File: src/sv/pse_pkg.sv
package pse_pkg;

  // CRC-32 as used by PNG chunks.
  localparam logic [31:0] CRC_POLY = 32'hEDB88320;
  localparam logic [31:0] CRC_INIT = 32'hFFFFFFFF;

  // Adler-32 modulus.
  localparam logic [16:0] ADLER_MOD = 17'd65521;

  // File signature and chunk type codes.
  localparam logic [63:0] PNG_SIG   = 64'h89504E470D0A1A0A;
  localparam logic [31:0] TYPE_IHDR = 32'h49484452;
  localparam logic [31:0] TYPE_IDAT = 32'h49444154;
  localparam logic [31:0] TYPE_IEND = 32'h49454E44;
  // CRC of an empty IEND chunk is fixed.
  localparam logic [31:0] IEND_CRC  = 32'hAE426082;

  // Configuration register indexes.
  localparam logic REG_WIDTH  = 1'b0;
  localparam logic REG_HEIGHT = 1'b1;

  // Depth of the queue between front and back.
  localparam int unsigned Q_DEPTH = 2;

  // Classification of one pixel, made by the front.
  typedef struct packed {
    logic sof;
    logic row_start;
    logic eof;
  } pse_flags_t;

  // One byte of the reflected CRC-32 update.
  function automatic logic [31:0] crc_byte(input logic [31:0] crc, input logic [7:0] b);
    logic [31:0] c;
    c = crc ^ {24'h0, b};
    for (int k = 0; k < 8; k++) begin
      c = c[0] ? (CRC_POLY ^ (c >> 1)) : (c >> 1);
    end
    return c;
  endfunction

  // Big-endian byte of a word; sel 0 is the most significant byte.
  function automatic logic [7:0] word_byte(input logic [31:0] w, input logic [1:0] sel);
    logic [1:0] s;
    s = 2'd3 - sel;
    return w[8*s +: 8];
  endfunction

endpackage

File: src/sv/png_stored_deflate_encoder_top.sv
// PNG encoder with stored deflate blocks.
// Input channel: BGR pixels in raster order; a beat is taken when push is high
// and full is low. Output channel: PNG file bytes; the oldest byte is shown while
// empty is low and taken when pop is high. run_last_o marks the last byte caused
// by a pixel, file_last_o the last byte of the file.
// Configuration: cfg_we_i writes image width (index 0) or height (index 1);
// new sizes apply from the next frame. Write only while the block is idle.
// Throughput: one output byte per cycle while pop stays high; a pixel gives 3
// bytes, 4 at a row start, plus 5 for each stored block header. The first pixel
// of a frame adds the 43-byte header; its IDAT length comes from a block count
// reciprocal multiply that the back starts on taking the pixel, done long before
// the header reaches its length field. The last pixel adds a 20-byte trailer. A
// pixel's beat passes the queue and the current-item registers before its first
// byte is registered for output. A two-entry queue separates the pixel front from
// the byte back, so pixels are taken while a byte waits. When pop stays low the
// output byte holds and the queue fills, then full rises. Reset sets all state but
// the queue storage; the sizes return to 640 by 480 and no frame is open.
module png_stored_deflate_encoder_top #(
  parameter int unsigned DIM_BITS         = 14,
  parameter int unsigned STORED_BLOCK_MAX = 65535
) (
  input  logic                clk_i,
  input  logic                rst_ni,
  input  logic                push,
  output logic                full,
  input  logic [7:0]          blue_i,
  input  logic [7:0]          green_i,
  input  logic [7:0]          red_i,
  output logic                empty,
  input  logic                pop,
  output logic [7:0]          out_byte_o,
  output logic                run_last_o,
  output logic                file_last_o,
  input  logic                cfg_we_i,
  input  logic                cfg_idx_i,
  input  logic [DIM_BITS-1:0] cfg_data_i
);
  import pse_pkg::*;

  localparam int unsigned EW = $bits(pse_flags_t) + 2 * DIM_BITS + 24;

  logic                wr, q_full, q_valid, q_pop;
  pse_flags_t          f_flags, b_flags;
  logic [DIM_BITS-1:0] f_w, f_h, b_w, b_h;
  logic [7:0]          b_r, b_g, b_b;
  logic [EW-1:0]       wdata, rdata;

  assign full  = q_full;
  assign wdata = {f_flags, f_w, f_h, red_i, green_i, blue_i};
  assign {b_flags, b_w, b_h, b_r, b_g, b_b} = rdata;

  // Pixel classification.
  pse_front #(.DIM_BITS(DIM_BITS)) u_front (
    .clk_i      (clk_i),
    .rst_ni     (rst_ni),
    .push_i     (push),
    .full_i     (q_full),
    .cfg_we_i   (cfg_we_i),
    .cfg_idx_i  (cfg_idx_i),
    .cfg_data_i (cfg_data_i),
    .wr_o       (wr),
    .flags_o    (f_flags),
    .width_o    (f_w),
    .height_o   (f_h)
  );

  // Pixel queue between front and back.
  pse_queue #(.WIDTH(EW), .DEPTH(Q_DEPTH)) u_queue (
    .clk_i   (clk_i),
    .rst_ni  (rst_ni),
    .wr_i    (wr),
    .wdata_i (wdata),
    .full_o  (q_full),
    .rd_i    (q_pop),
    .valid_o (q_valid),
    .rdata_o (rdata)
  );

  // Byte stream generation.
  pse_back #(.DIM_BITS(DIM_BITS), .STORED_BLOCK_MAX(STORED_BLOCK_MAX)) u_back (
    .clk_i       (clk_i),
    .rst_ni      (rst_ni),
    .q_valid_i   (q_valid),
    .q_pop_o     (q_pop),
    .flags_i     (b_flags),
    .width_i     (b_w),
    .height_i    (b_h),
    .red_i       (b_r),
    .green_i     (b_g),
    .blue_i      (b_b),
    .pop_i       (pop),
    .empty_o     (empty),
    .out_byte_o  (out_byte_o),
    .run_last_o  (run_last_o),
    .file_last_o (file_last_o)
  );
endmodule

File: src/sv/pse_queue.sv
module pse_queue #(
  parameter int unsigned WIDTH = 8,
  parameter int unsigned DEPTH = 2
) (
  input  logic             clk_i,
  input  logic             rst_ni,
  input  logic             wr_i,
  input  logic [WIDTH-1:0] wdata_i,
  output logic             full_o,
  input  logic             rd_i,
  output logic             valid_o,
  output logic [WIDTH-1:0] rdata_o
);
  localparam int unsigned IW = (DEPTH > 1) ? $clog2(DEPTH) : 1;
  localparam int unsigned CW = $clog2(DEPTH + 1);

  logic [WIDTH-1:0] mem_q [DEPTH];
  logic [IW-1:0]    wp_q, rp_q;
  logic [CW-1:0]    cnt_q;
  logic             do_wr, do_rd;

  assign full_o  = (cnt_q == CW'(DEPTH));
  assign valid_o = (cnt_q != '0);
  assign rdata_o = mem_q[rp_q];
  assign do_wr   = wr_i && !full_o;
  assign do_rd   = rd_i && valid_o;

  // Storage, written at the write pointer.
  always_ff @(posedge clk_i) begin
    if (do_wr) begin
      mem_q[wp_q] <= wdata_i;
    end
  end

  // Pointers and fill count.
  always_ff @(posedge clk_i or negedge rst_ni) begin
    if (!rst_ni) begin
      wp_q  <= '0;
      rp_q  <= '0;
      cnt_q <= '0;
    end else begin
      if (do_wr) begin
        wp_q <= (wp_q == IW'(DEPTH - 1)) ? '0 : wp_q + 1'b1;
      end
      if (do_rd) begin
        rp_q <= (rp_q == IW'(DEPTH - 1)) ? '0 : rp_q + 1'b1;
      end
      if (do_wr && !do_rd) begin
        cnt_q <= cnt_q + 1'b1;
      end else if (do_rd && !do_wr) begin
        cnt_q <= cnt_q - 1'b1;
      end
    end
  end
endmodule

File: src/sv/pse_front.sv
module pse_front #(
  parameter int unsigned DIM_BITS = 14
) (
  input  logic                clk_i,
  input  logic                rst_ni,
  input  logic                push_i,
  input  logic                full_i,
  input  logic                cfg_we_i,
  input  logic                cfg_idx_i,
  input  logic [DIM_BITS-1:0] cfg_data_i,
  output logic                wr_o,
  output pse_pkg::pse_flags_t flags_o,
  output logic [DIM_BITS-1:0] width_o,
  output logic [DIM_BITS-1:0] height_o
);
  import pse_pkg::*;

  logic [DIM_BITS-1:0] width_q, height_q;
  logic [DIM_BITS-1:0] aw_q, ah_q, col_q, row_q;
  logic                open_q;
  logic [DIM_BITS-1:0] w_use, h_use, cur_w, cur_h;
  logic                last_col, accept;

  // Sizes in use: clamp to the legal minimum, frozen while a frame is open.
  assign w_use  = (width_q < DIM_BITS'(2)) ? DIM_BITS'(2) : width_q;
  assign h_use  = (height_q == '0) ? DIM_BITS'(1) : height_q;
  assign cur_w  = open_q ? aw_q : w_use;
  assign cur_h  = open_q ? ah_q : h_use;

  // Classify the pixel by its raster position.
  assign accept            = push_i && !full_i;
  assign last_col          = (col_q == cur_w - 1'b1);
  assign flags_o.sof       = !open_q;
  assign flags_o.row_start = (col_q == '0);
  assign flags_o.eof       = last_col && (row_q == cur_h - 1'b1);
  assign wr_o              = accept;
  assign width_o           = cur_w;
  assign height_o          = cur_h;

  // Configuration registers.
  always_ff @(posedge clk_i or negedge rst_ni) begin
    if (!rst_ni) begin
      width_q  <= DIM_BITS'(640);
      height_q <= DIM_BITS'(480);
    end else if (cfg_we_i) begin
      case (cfg_idx_i)
        REG_WIDTH:  width_q  <= cfg_data_i;
        REG_HEIGHT: height_q <= cfg_data_i;
        default:    ;
      endcase
    end
  end

  // Frame position.
  always_ff @(posedge clk_i or negedge rst_ni) begin
    if (!rst_ni) begin
      open_q <= 1'b0;
      aw_q   <= '0;
      ah_q   <= '0;
      col_q  <= '0;
      row_q  <= '0;
    end else if (accept) begin
      if (!open_q) begin
        aw_q <= w_use;
        ah_q <= h_use;
      end
      if (flags_o.eof) begin
        open_q <= 1'b0;
        col_q  <= '0;
        row_q  <= '0;
      end else begin
        open_q <= 1'b1;
        if (last_col) begin
          col_q <= '0;
          row_q <= row_q + 1'b1;
        end else begin
          col_q <= col_q + 1'b1;
        end
      end
    end
  end
endmodule

File: src/sv/pse_back.sv
module pse_back #(
  parameter int unsigned DIM_BITS         = 14,
  parameter int unsigned STORED_BLOCK_MAX = 65535
) (
  input  logic                clk_i,
  input  logic                rst_ni,
  input  logic                q_valid_i,
  output logic                q_pop_o,
  input  pse_pkg::pse_flags_t flags_i,
  input  logic [DIM_BITS-1:0] width_i,
  input  logic [DIM_BITS-1:0] height_i,
  input  logic [7:0]          red_i,
  input  logic [7:0]          green_i,
  input  logic [7:0]          blue_i,
  input  logic                pop_i,
  output logic                empty_o,
  output logic [7:0]          out_byte_o,
  output logic                run_last_o,
  output logic                file_last_o
);
  import pse_pkg::*;

  localparam int unsigned RAW_BITS = 2 * DIM_BITS + 2;
  localparam int unsigned DVW      = RAW_BITS + 1;
  localparam int unsigned MAXW     = $clog2(STORED_BLOCK_MAX + 1);
  localparam int unsigned RSH      = DVW + $clog2(STORED_BLOCK_MAX);
  localparam int unsigned NCH      = (DVW + 16) / 16;
  localparam int unsigned RCW      = 16 * NCH;
  localparam int unsigned PPW      = DVW + 16;
  localparam int unsigned AW       = DVW + RCW;
  localparam int unsigned CNTW     = $clog2(NCH + 1);
  localparam int unsigned IDW      = RAW_BITS + 36;
  localparam int unsigned CMPW     = RAW_BITS + 17;
  localparam logic [MAXW-1:0] BLK_MAX = MAXW'(STORED_BLOCK_MAX);
  // Reciprocal of the block size, rounded up and scaled by 2**RSH.
  localparam logic [RSH:0] RCP_WIDE =
    (((RSH+1)'(1) << RSH) + (RSH+1)'(STORED_BLOCK_MAX - 1)) / (RSH+1)'(STORED_BLOCK_MAX);
  localparam logic [RCW-1:0] RCP = RCW'(RCP_WIDE);

  // Byte positions inside the frame header and trailer.
  localparam logic [5:0] HDR_IDAT_LEN = 6'd33;
  localparam logic [5:0] HDR_LAST     = 6'd42;
  localparam logic [5:0] BLK_LAST     = 6'd4;
  localparam logic [5:0] TRL_LAST     = 6'd19;

  typedef enum logic [1:0] {PH_HDR, PH_RAW, PH_TRL} ph_e;
  typedef enum logic [2:0] {DV_IDLE, DV_LOAD, DV_RUN, DV_FIN, DV_DONE} dv_e;

  ph_e                 ph_q;
  dv_e                 dv_q;
  logic                cur_v_q;
  pse_flags_t          cfl_q;
  logic [DIM_BITS-1:0] cw_q, ch_q;
  logic [7:0]          cr_q, cg_q, cb_q;
  logic [5:0]          idx_q;
  logic [1:0]          rsel_q;
  logic [31:0]         crc_q;
  logic [15:0]         lo_q, hi_q;
  logic [RAW_BITS-1:0] raw_q, raw_left_q;
  logic [MAXW-1:0]     blk_left_q;
  logic [DVW-1:0]      dvd_q;
  logic [AW-1:0]       acc_q;
  logic [RCW-1:0]      rcp_q;
  logic [CNTW-1:0]     cnt_q;
  logic [31:0]         idat_q;
  logic                ov_q, orl_q, ofl_q;
  logic [7:0]          ob_q;

  logic                out_free, hdr_wait, emit, crc_use, item_end, file_end, done;
  logic [31:0]         crc_seed, w32, h32;
  logic [7:0]          ebyte, rbyte;
  logic [MAXW-1:0]     blk;
  logic [15:0]         blk16;
  logic                final_blk;
  logic [16:0]         lo_sum, hi_sum;
  logic [15:0]         lo_n, hi_n;
  logic [DIM_BITS+1:0] w3;
  logic [RAW_BITS-1:0] prod;
  logic [PPW-1:0]      pp;
  logic [AW-1:0]       quo;
  logic [IDW-1:0]      idat_full;

  assign w32 = 32'(cw_q);
  assign h32 = 32'(ch_q);

  // Raw data length of a frame: (3 * width + 1) * height.
  assign w3   = (DIM_BITS+2)'({width_i, 1'b0}) + (DIM_BITS+2)'(width_i) + (DIM_BITS+2)'(1);
  assign prod = RAW_BITS'(w3) * RAW_BITS'(height_i);

  // One 16-bit slice of the block count reciprocal multiply, top slice first.
  assign pp        = PPW'(dvd_q) * PPW'(rcp_q[RCW-1 -: 16]);
  assign quo       = acc_q >> RSH;
  assign idat_full = IDW'(6) + IDW'(raw_q) + IDW'(quo) + (IDW'(quo) << 2);

  // Size of the next stored block.
  assign blk = (CMPW'(raw_left_q) < CMPW'(STORED_BLOCK_MAX)) ? MAXW'(raw_left_q) : BLK_MAX;
  assign blk16     = 16'(blk);
  assign final_blk = (CMPW'(blk) == CMPW'(raw_left_q));

  // Raw byte and Adler sums.
  always_comb begin
    case (rsel_q)
      2'd0:    rbyte = 8'h00;
      2'd1:    rbyte = cr_q;
      2'd2:    rbyte = cg_q;
      default: rbyte = cb_q;
    endcase
    lo_sum = {1'b0, lo_q} + 17'(rbyte);
    lo_n   = (lo_sum >= ADLER_MOD) ? 16'(lo_sum - ADLER_MOD) : lo_sum[15:0];
    hi_sum = {1'b0, hi_q} + {1'b0, lo_n};
    hi_n   = (hi_sum >= ADLER_MOD) ? 16'(hi_sum - ADLER_MOD) : hi_sum[15:0];
  end

  // Byte selection for the current phase.
  assign out_free = !ov_q || pop_i;
  assign hdr_wait = (ph_q == PH_HDR) && (idx_q >= HDR_IDAT_LEN) && (dv_q != DV_DONE);
  assign emit     = cur_v_q && out_free && !hdr_wait;

  always_comb begin
    ebyte    = 8'h00;
    crc_use  = 1'b0;
    crc_seed = crc_q;
    item_end = 1'b0;
    file_end = 1'b0;
    case (ph_q)
      PH_HDR: begin
        if (idx_q < 6'd8) begin
          ebyte = PNG_SIG[8*(3'd7 - idx_q[2:0]) +: 8];
        end else if (idx_q < 6'd12) begin
          ebyte = (idx_q == 6'd11) ? 8'd13 : 8'd0;
        end else if (idx_q < 6'd16) begin
          ebyte = word_byte(TYPE_IHDR, idx_q[1:0]);
        end else if (idx_q < 6'd20) begin
          ebyte = word_byte(w32, idx_q[1:0]);
        end else if (idx_q < 6'd24) begin
          ebyte = word_byte(h32, idx_q[1:0]);
        end else if (idx_q == 6'd24) begin
          ebyte = 8'd8;
        end else if (idx_q == 6'd25) begin
          ebyte = 8'd2;
        end else if (idx_q < 6'd29) begin
          ebyte = 8'd0;
        end else if (idx_q < 6'd33) begin
          ebyte = word_byte(~crc_q, idx_q[1:0] - 2'd1);
        end else if (idx_q < 6'd37) begin
          ebyte = word_byte(idat_q, idx_q[1:0] - 2'd1);
        end else if (idx_q < 6'd41) begin
          ebyte = word_byte(TYPE_IDAT, idx_q[1:0] - 2'd1);
        end else if (idx_q == 6'd41) begin
          ebyte = 8'h78;
        end else begin
          ebyte = 8'h01;
        end
        crc_use = ((idx_q >= 6'd12) && (idx_q < 6'd29)) || (idx_q >= 6'd37);
        if ((idx_q == 6'd12) || (idx_q == 6'd37)) begin
          crc_seed = CRC_INIT;
        end
      end
      PH_RAW: begin
        crc_use = 1'b1;
        if (blk_left_q == '0) begin
          case (idx_q[2:0])
            3'd0:    ebyte = {7'd0, final_blk};
            3'd1:    ebyte = blk16[7:0];
            3'd2:    ebyte = blk16[15:8];
            3'd3:    ebyte = ~blk16[7:0];
            default: ebyte = ~blk16[15:8];
          endcase
        end else begin
          ebyte    = rbyte;
          item_end = (rsel_q == 2'd3) && !cfl_q.eof;
        end
      end
      PH_TRL: begin
        if (idx_q < 6'd4) begin
          ebyte   = word_byte({hi_q, lo_q}, idx_q[1:0]);
          crc_use = 1'b1;
        end else if (idx_q < 6'd8) begin
          ebyte = word_byte(~crc_q, idx_q[1:0]);
        end else if (idx_q < 6'd12) begin
          ebyte = 8'd0;
        end else if (idx_q < 6'd16) begin
          ebyte = word_byte(TYPE_IEND, idx_q[1:0]);
        end else begin
          ebyte = word_byte(IEND_CRC, idx_q[1:0]);
        end
        file_end = (idx_q == TRL_LAST);
        item_end = file_end;
      end
      default: ;
    endcase
  end

  assign done     = emit && item_end;
  assign q_pop_o  = q_valid_i && (!cur_v_q || done);

  assign empty_o     = !ov_q;
  assign out_byte_o  = ob_q;
  assign run_last_o  = orl_q;
  assign file_last_o = ofl_q;

  // Block count by reciprocal multiply, started by each frame's first pixel.
  always_ff @(posedge clk_i or negedge rst_ni) begin
    if (!rst_ni) begin
      dv_q   <= DV_IDLE;
      raw_q  <= '0;
      dvd_q  <= '0;
      acc_q  <= '0;
      rcp_q  <= '0;
      cnt_q  <= '0;
      idat_q <= '0;
    end else begin
      case (dv_q)
        DV_LOAD: begin
          dvd_q <= DVW'(raw_q) + DVW'(STORED_BLOCK_MAX - 1);
          acc_q <= '0;
          rcp_q <= RCP;
          cnt_q <= CNTW'(NCH);
          dv_q  <= DV_RUN;
        end
        DV_RUN: begin
          acc_q <= (acc_q << 16) + AW'(pp);
          rcp_q <= rcp_q << 16;
          cnt_q <= cnt_q - 1'b1;
          if (cnt_q == CNTW'(1)) begin
            dv_q <= DV_FIN;
          end
        end
        DV_FIN: begin
          idat_q <= idat_full[31:0];
          dv_q   <= DV_DONE;
        end
        default: ;
      endcase
      if (q_pop_o && flags_i.sof) begin
        raw_q <= prod;
        dv_q  <= DV_LOAD;
      end
    end
  end

  // Byte sequencer and output register.
  always_ff @(posedge clk_i or negedge rst_ni) begin
    if (!rst_ni) begin
      ph_q       <= PH_HDR;
      cur_v_q    <= 1'b0;
      cfl_q      <= '0;
      cw_q       <= '0;
      ch_q       <= '0;
      cr_q       <= '0;
      cg_q       <= '0;
      cb_q       <= '0;
      idx_q      <= '0;
      rsel_q     <= '0;
      crc_q      <= CRC_INIT;
      lo_q       <= 16'd1;
      hi_q       <= '0;
      raw_left_q <= '0;
      blk_left_q <= '0;
      ov_q       <= 1'b0;
      ob_q       <= '0;
      orl_q      <= 1'b0;
      ofl_q      <= 1'b0;
    end else begin
      if (emit) begin
        ov_q  <= 1'b1;
        ob_q  <= ebyte;
        orl_q <= item_end;
        ofl_q <= file_end;
        if (crc_use) begin
          crc_q <= crc_byte(crc_seed, ebyte);
        end
        case (ph_q)
          PH_HDR: begin
            idx_q <= idx_q + 1'b1;
            if (idx_q == HDR_LAST) begin
              ph_q       <= PH_RAW;
              idx_q      <= '0;
              raw_left_q <= raw_q;
              blk_left_q <= '0;
              lo_q       <= 16'd1;
              hi_q       <= '0;
            end
          end
          PH_RAW: begin
            if (blk_left_q == '0) begin
              if (idx_q == BLK_LAST) begin
                idx_q      <= '0;
                blk_left_q <= blk;
              end else begin
                idx_q <= idx_q + 1'b1;
              end
            end else begin
              lo_q       <= lo_n;
              hi_q       <= hi_n;
              blk_left_q <= blk_left_q - 1'b1;
              raw_left_q <= raw_left_q - 1'b1;
              rsel_q     <= rsel_q + 1'b1;
              if ((rsel_q == 2'd3) && cfl_q.eof) begin
                ph_q  <= PH_TRL;
                idx_q <= '0;
              end
            end
          end
          PH_TRL: idx_q <= idx_q + 1'b1;
          default: ;
        endcase
      end else if (pop_i && ov_q) begin
        ov_q <= 1'b0;
      end

      // Next item from the queue, or go idle.
      if (q_pop_o) begin
        cur_v_q <= 1'b1;
        cfl_q   <= flags_i;
        cw_q    <= width_i;
        ch_q    <= height_i;
        cr_q    <= red_i;
        cg_q    <= green_i;
        cb_q    <= blue_i;
        ph_q    <= flags_i.sof ? PH_HDR : PH_RAW;
        idx_q   <= '0;
        rsel_q  <= flags_i.row_start ? 2'd0 : 2'd1;
      end else if (done) begin
        cur_v_q <= 1'b0;
      end
    end
  end
endmodule

File: config.mk
export PLATFORM = sky130hd
export DESIGN_NAME = png_stored_deflate_encoder_top
export DESIGN_NICKNAME = d
export VERILOG_FILES = /design/src/sv/pse_pkg.sv /design/src/sv/png_stored_deflate_encoder_top.sv /design/src/sv/pse_queue.sv /design/src/sv/pse_front.sv /design/src/sv/pse_back.sv
export SDC_FILE = /design/constraint.sdc
export NUM_CORES = 2
export LEC_CHECK = 0
export BUFFER_PORTS_ARGS = -buffer_cell sky130_fd_sc_hd__buf_2
export CAP_MARGIN = 40
export CORE_MARGIN = 3
export CORE_UTILIZATION = 55
export CTS_CLUSTER_SIZE = 40
export DETAILED_ROUTE_END_ITERATION = 12
export GPL_ROUTABILITY_DRIVEN = 0
export PLACE_DENSITY = 0.81
export SLEW_MARGIN = 30
export SYNTH_ARGS = -nofsm -noshare
export SYNTH_HDL_FRONTEND = slang
export SYNTH_SLANG_ARGS = --single-unit
File: constraint.sdc
create_clock -name clk_i -period 23.5 [get_ports clk_i]
set_input_delay 4.7 -clock clk_i [delete_from_list [all_inputs] [get_ports clk_i]]
set_output_delay 4.7 -clock clk_i [all_outputs]
set_load 0.02 [all_outputs]
==> impl_metrics.json <==
{
  "slowest_delay_ns": 0.62,
  "path_delay_family": "compound AO/OA/AOI/OAI gates",
  "via_per_inst": 6.064,
  "track_usage": 0.2731,
  "synth_compound_area_frac": 0.1346,
  "placement.io_buffers": 55,
  "grt_pass1_vias": 33210,
  "worstPathArrival_ns": 10.94,
  "rows": 100,
  "critical_path_class": "reg2reg",
  "slew_headroom": 0.3962,
  "cts_buffers": 60,
  "cp-end-kind": "flip-flop",
  "core_mm2": 0.07520,
  "final-setup-viol-count": 0,
  "ctsHoldBuffers": 0,
  "fillCellCount": 6014,
  "fmax_mhz": 95.89,
  "cp.required_ns": 24.01,
  "drc": 0,
  "clk_latency_ns": 0.64,
  "yosys_warnings": 0,
  "path_clk_slew_ns": 0.06,
  "areaGrowthSynthToFinish_pct": 8.357,
  "drv_cap": 0,
  "cts_setup_buffers": 0,
  "synth.cell_area_mm2": 0.04216,
  "final_max_slew_viol_count": 0,
  "grt_start_max_net_pins": 111,
  "finalHoldViolCount": 0,
  "synth_flop_cell": "dfrtp_1",
  "fin_crit_ns": 10.43,
  "crit_buf_inv": 5,
  "status": "complete, no violations",
  "overflow": 0,
  "antenna_found_initial": 1,
  "ys_async_sr_fraction": 0.7993,
  "first_iter_violations": 3411,
  "drive_gt1_frac": 0.09437,
  "synth_cell_types": 94,
  "wirelength_um": 109200,
  "clk_path_buf_depth": 3,
  "use_met3": 0.04286,
  "synth-seq-area-share": 0.3395,
  "rsz0062_at_grt": "false",
  "cts_resized": 0,
  "die-area_mm2": 0.08002,
  "root_buffer": "clkbuf_16",
  "synthMuxAreaShare": 0.05822,
  "cp_max_fo": 10,
  "postRouteAntennaNets": 0,
  "io_pins": 56,
  "cpMostUsedCell": "fa_1",
  "setup_tns_ns": 0,
  "post-route-period-util": 0.4438,
  "die_h_um": 282.9,
  "grt.busiest_layer": "met2",
  "h-tree-depth": 2,
  "tightest_slew_ns": 0.8806,
  "antennaDiodeCount": 0,
  "avgSynthCellArea_um2": 9.250,
  "routedWlPerCell_um": 19.55,
  "clkSinkCount": 548,
  "cpMaxStageDelayCell": "mux2i_1",
  "hpwl_um": 79980,
  "synth_edf_count": 110,
  "vias": 33880,
  "cp-start-kind": "flip-flop",
  "synth_fa_ha_area_frac": 0.1832,
  "ys_seq_elements": 548,
  "synthXorXnorAreaFrac": 0.07392,
  "grt_pass1_wl_um": 175700,
  "first_pass_iters": 7,
  "fp.dieW_um": 282.9,
  "start_util": 0.5607,
  "synth_top_family_by_area": "adder cells",
  "met2_usage": 0.4423,
  "clock_skew_ns": 0.04376,
  "syn-num-nets": 5100,
  "synth_cells": 4558,
  "hp-class": "reg2reg",
  "nets": 5057,
  "tritoncts": "yes",
  "synth-simple-area-share": 0.1530,
  "use_met1": 0.3728
}
==> cells in the final DEF (no fill, tap or decap), types with 28 or more instances in the layout <==
master and instances:
clkbuf_16 61, dfrtp_1 397, o21ai_0 329, fa_1 199
nor3_1 73, a22o_1 30, a21o_1 45, a21oi_1 208
nand2_1 553, xnor2_1 194, buf_2 62, buf_4 45
o22ai_1 57, nand4_1 28, and2_1 70, edfxtp_1 110
xor2_1 125, and3_1 35, mux4_2 28, nand2b_1 47
mux2i_1 99, nor2_1 356, mux2_2 74, dfstp_2 39
ha_1 299, nand3_1 100, inv_1 409
==> metal layers <==
layer / routed length, um / share of wire
met1: 44720 / 0.41
met4: 4836 / 0.044
met3: 8705 / 0.080
met2: 50930 / 0.47
met5: 13 / 0.00012
==> sequential cells by signal, indices dropped and copies added, names as in the netlist, 16 cells and up <==
name / flops
u_back.crc_q: 32
u_back.acc_q: 63
u_back.blk_left_q: 16
u_back.idat_q: 32
u_back.lo_q: 16
u_back.raw_q: 30
u_back.dvd_q: 31
u_back.hi_q: 16
u_back.raw_left_q: 30
u_queue.mem_q: 110
==> stage by stage <==
step                utilization  std cells  hold slack, ns  setup slack (ns)  area [um2]
floorplan                     -       4558          0.4401             13.80       42160
global placement         0.5745       5449          0.4520             13.44       43200
detailed placement       0.5768       5461          0.4657             13.26       43370
CTS                      0.6056       5575          0.4796             13.22       45540
global route             0.6075       5587          0.5008             12.47       45690
finish                   0.6075       5587          0.4798             13.07       45690
==> Yosys cell counts, drive strengths merged (13+ instances only) <==
cell	count	share of area
nand2b	47	0.0070
nand4	28	0.0042
clkbuf	197	0.018
buf	28	0.0033
inv	409	0.036
a22oi	13	0.0023
nor4	21	0.0031
or3	24	0.0036
and2	72	0.011
dfstp	39	0.024
and3	35	0.0052
or2	22	0.0033
mux2i	99	0.024
xor2	130	0.028
o21a	23	0.0041
a211oi	18	0.0033
mux4	28	0.015
o211ai	21	0.0039
edfxtp	110	0.078
a22o	30	0.0062
fa	199	0.094
o21ai	341	0.040
o22ai	57	0.0085
dfrtp	399	0.24
a21oi	211	0.025
nor2b	27	0.0040
a21o	45	0.0080
nor3	73	0.0087
nor2	361	0.032
o31ai	26	0.0046
nor3b	15	0.0027
nand2	556	0.049
ha	299	0.089
mux2	74	0.020
o21bai	20	0.0036
nand3	100	0.012
a31oi	28	0.0042
xnor2	204	0.045
==> worst paths after layout <==
kind	startpoint	to	slack [ns]	depth (start not counted)
worst max-delay path	u_queue.rp_q	u_back.raw_q[29]	13.07	36
worst min-delay path	u_back.idat_q[28]	u_back.idat_q[28]	0.48	2
worst max register to register	u_queue.rp_q	u_back.raw_q[29]	13.07	36
worst min register to register	u_back.idat_q[28]	u_back.idat_q[28]	0.48	2
max in group asynchronous	rst_ni	u_back.hi_q[13]	17.69	5
min in group asynchronous	rst_ni	u_back.raw_q[29]	4.00	1
==> logic make-up (layout without fill, tap and decap cells) <==
logic type,count (synthesis),in the layout
compound gates,925,925
buf+inv,637,646
simple gates,1414,1414
fa+ha+maj,498,498
xor+xnor,335,335
flops,548,548
mux,201,201
==> cell type report <==
cell class,count,area [um2],area share
Clock buffer,71,1624,0.03555
Clock inverter,43,541.8,0.01186
Tap cell,1020,1276,0.02794
Timing Repair Buffer,120,897.1,0.01964
Inverter,412,1546,0.03385
Multi-Input combinational cell,3373,25480,0.5577
Sequential cell,548,14320,0.3135
==> worst min-delay path: cells and delay by family (launching register included) <==
kind             cells  cell delay [ns]
AND/OR/NAND/NOR      1             0.05
flip-flops           1             0.34
AO/OA/AOI/OAI        1             0.06
Power is left out: the tool's default activity adds up to more than one toggle a clock period on the data nets, which glitch-free logic cannot reach.
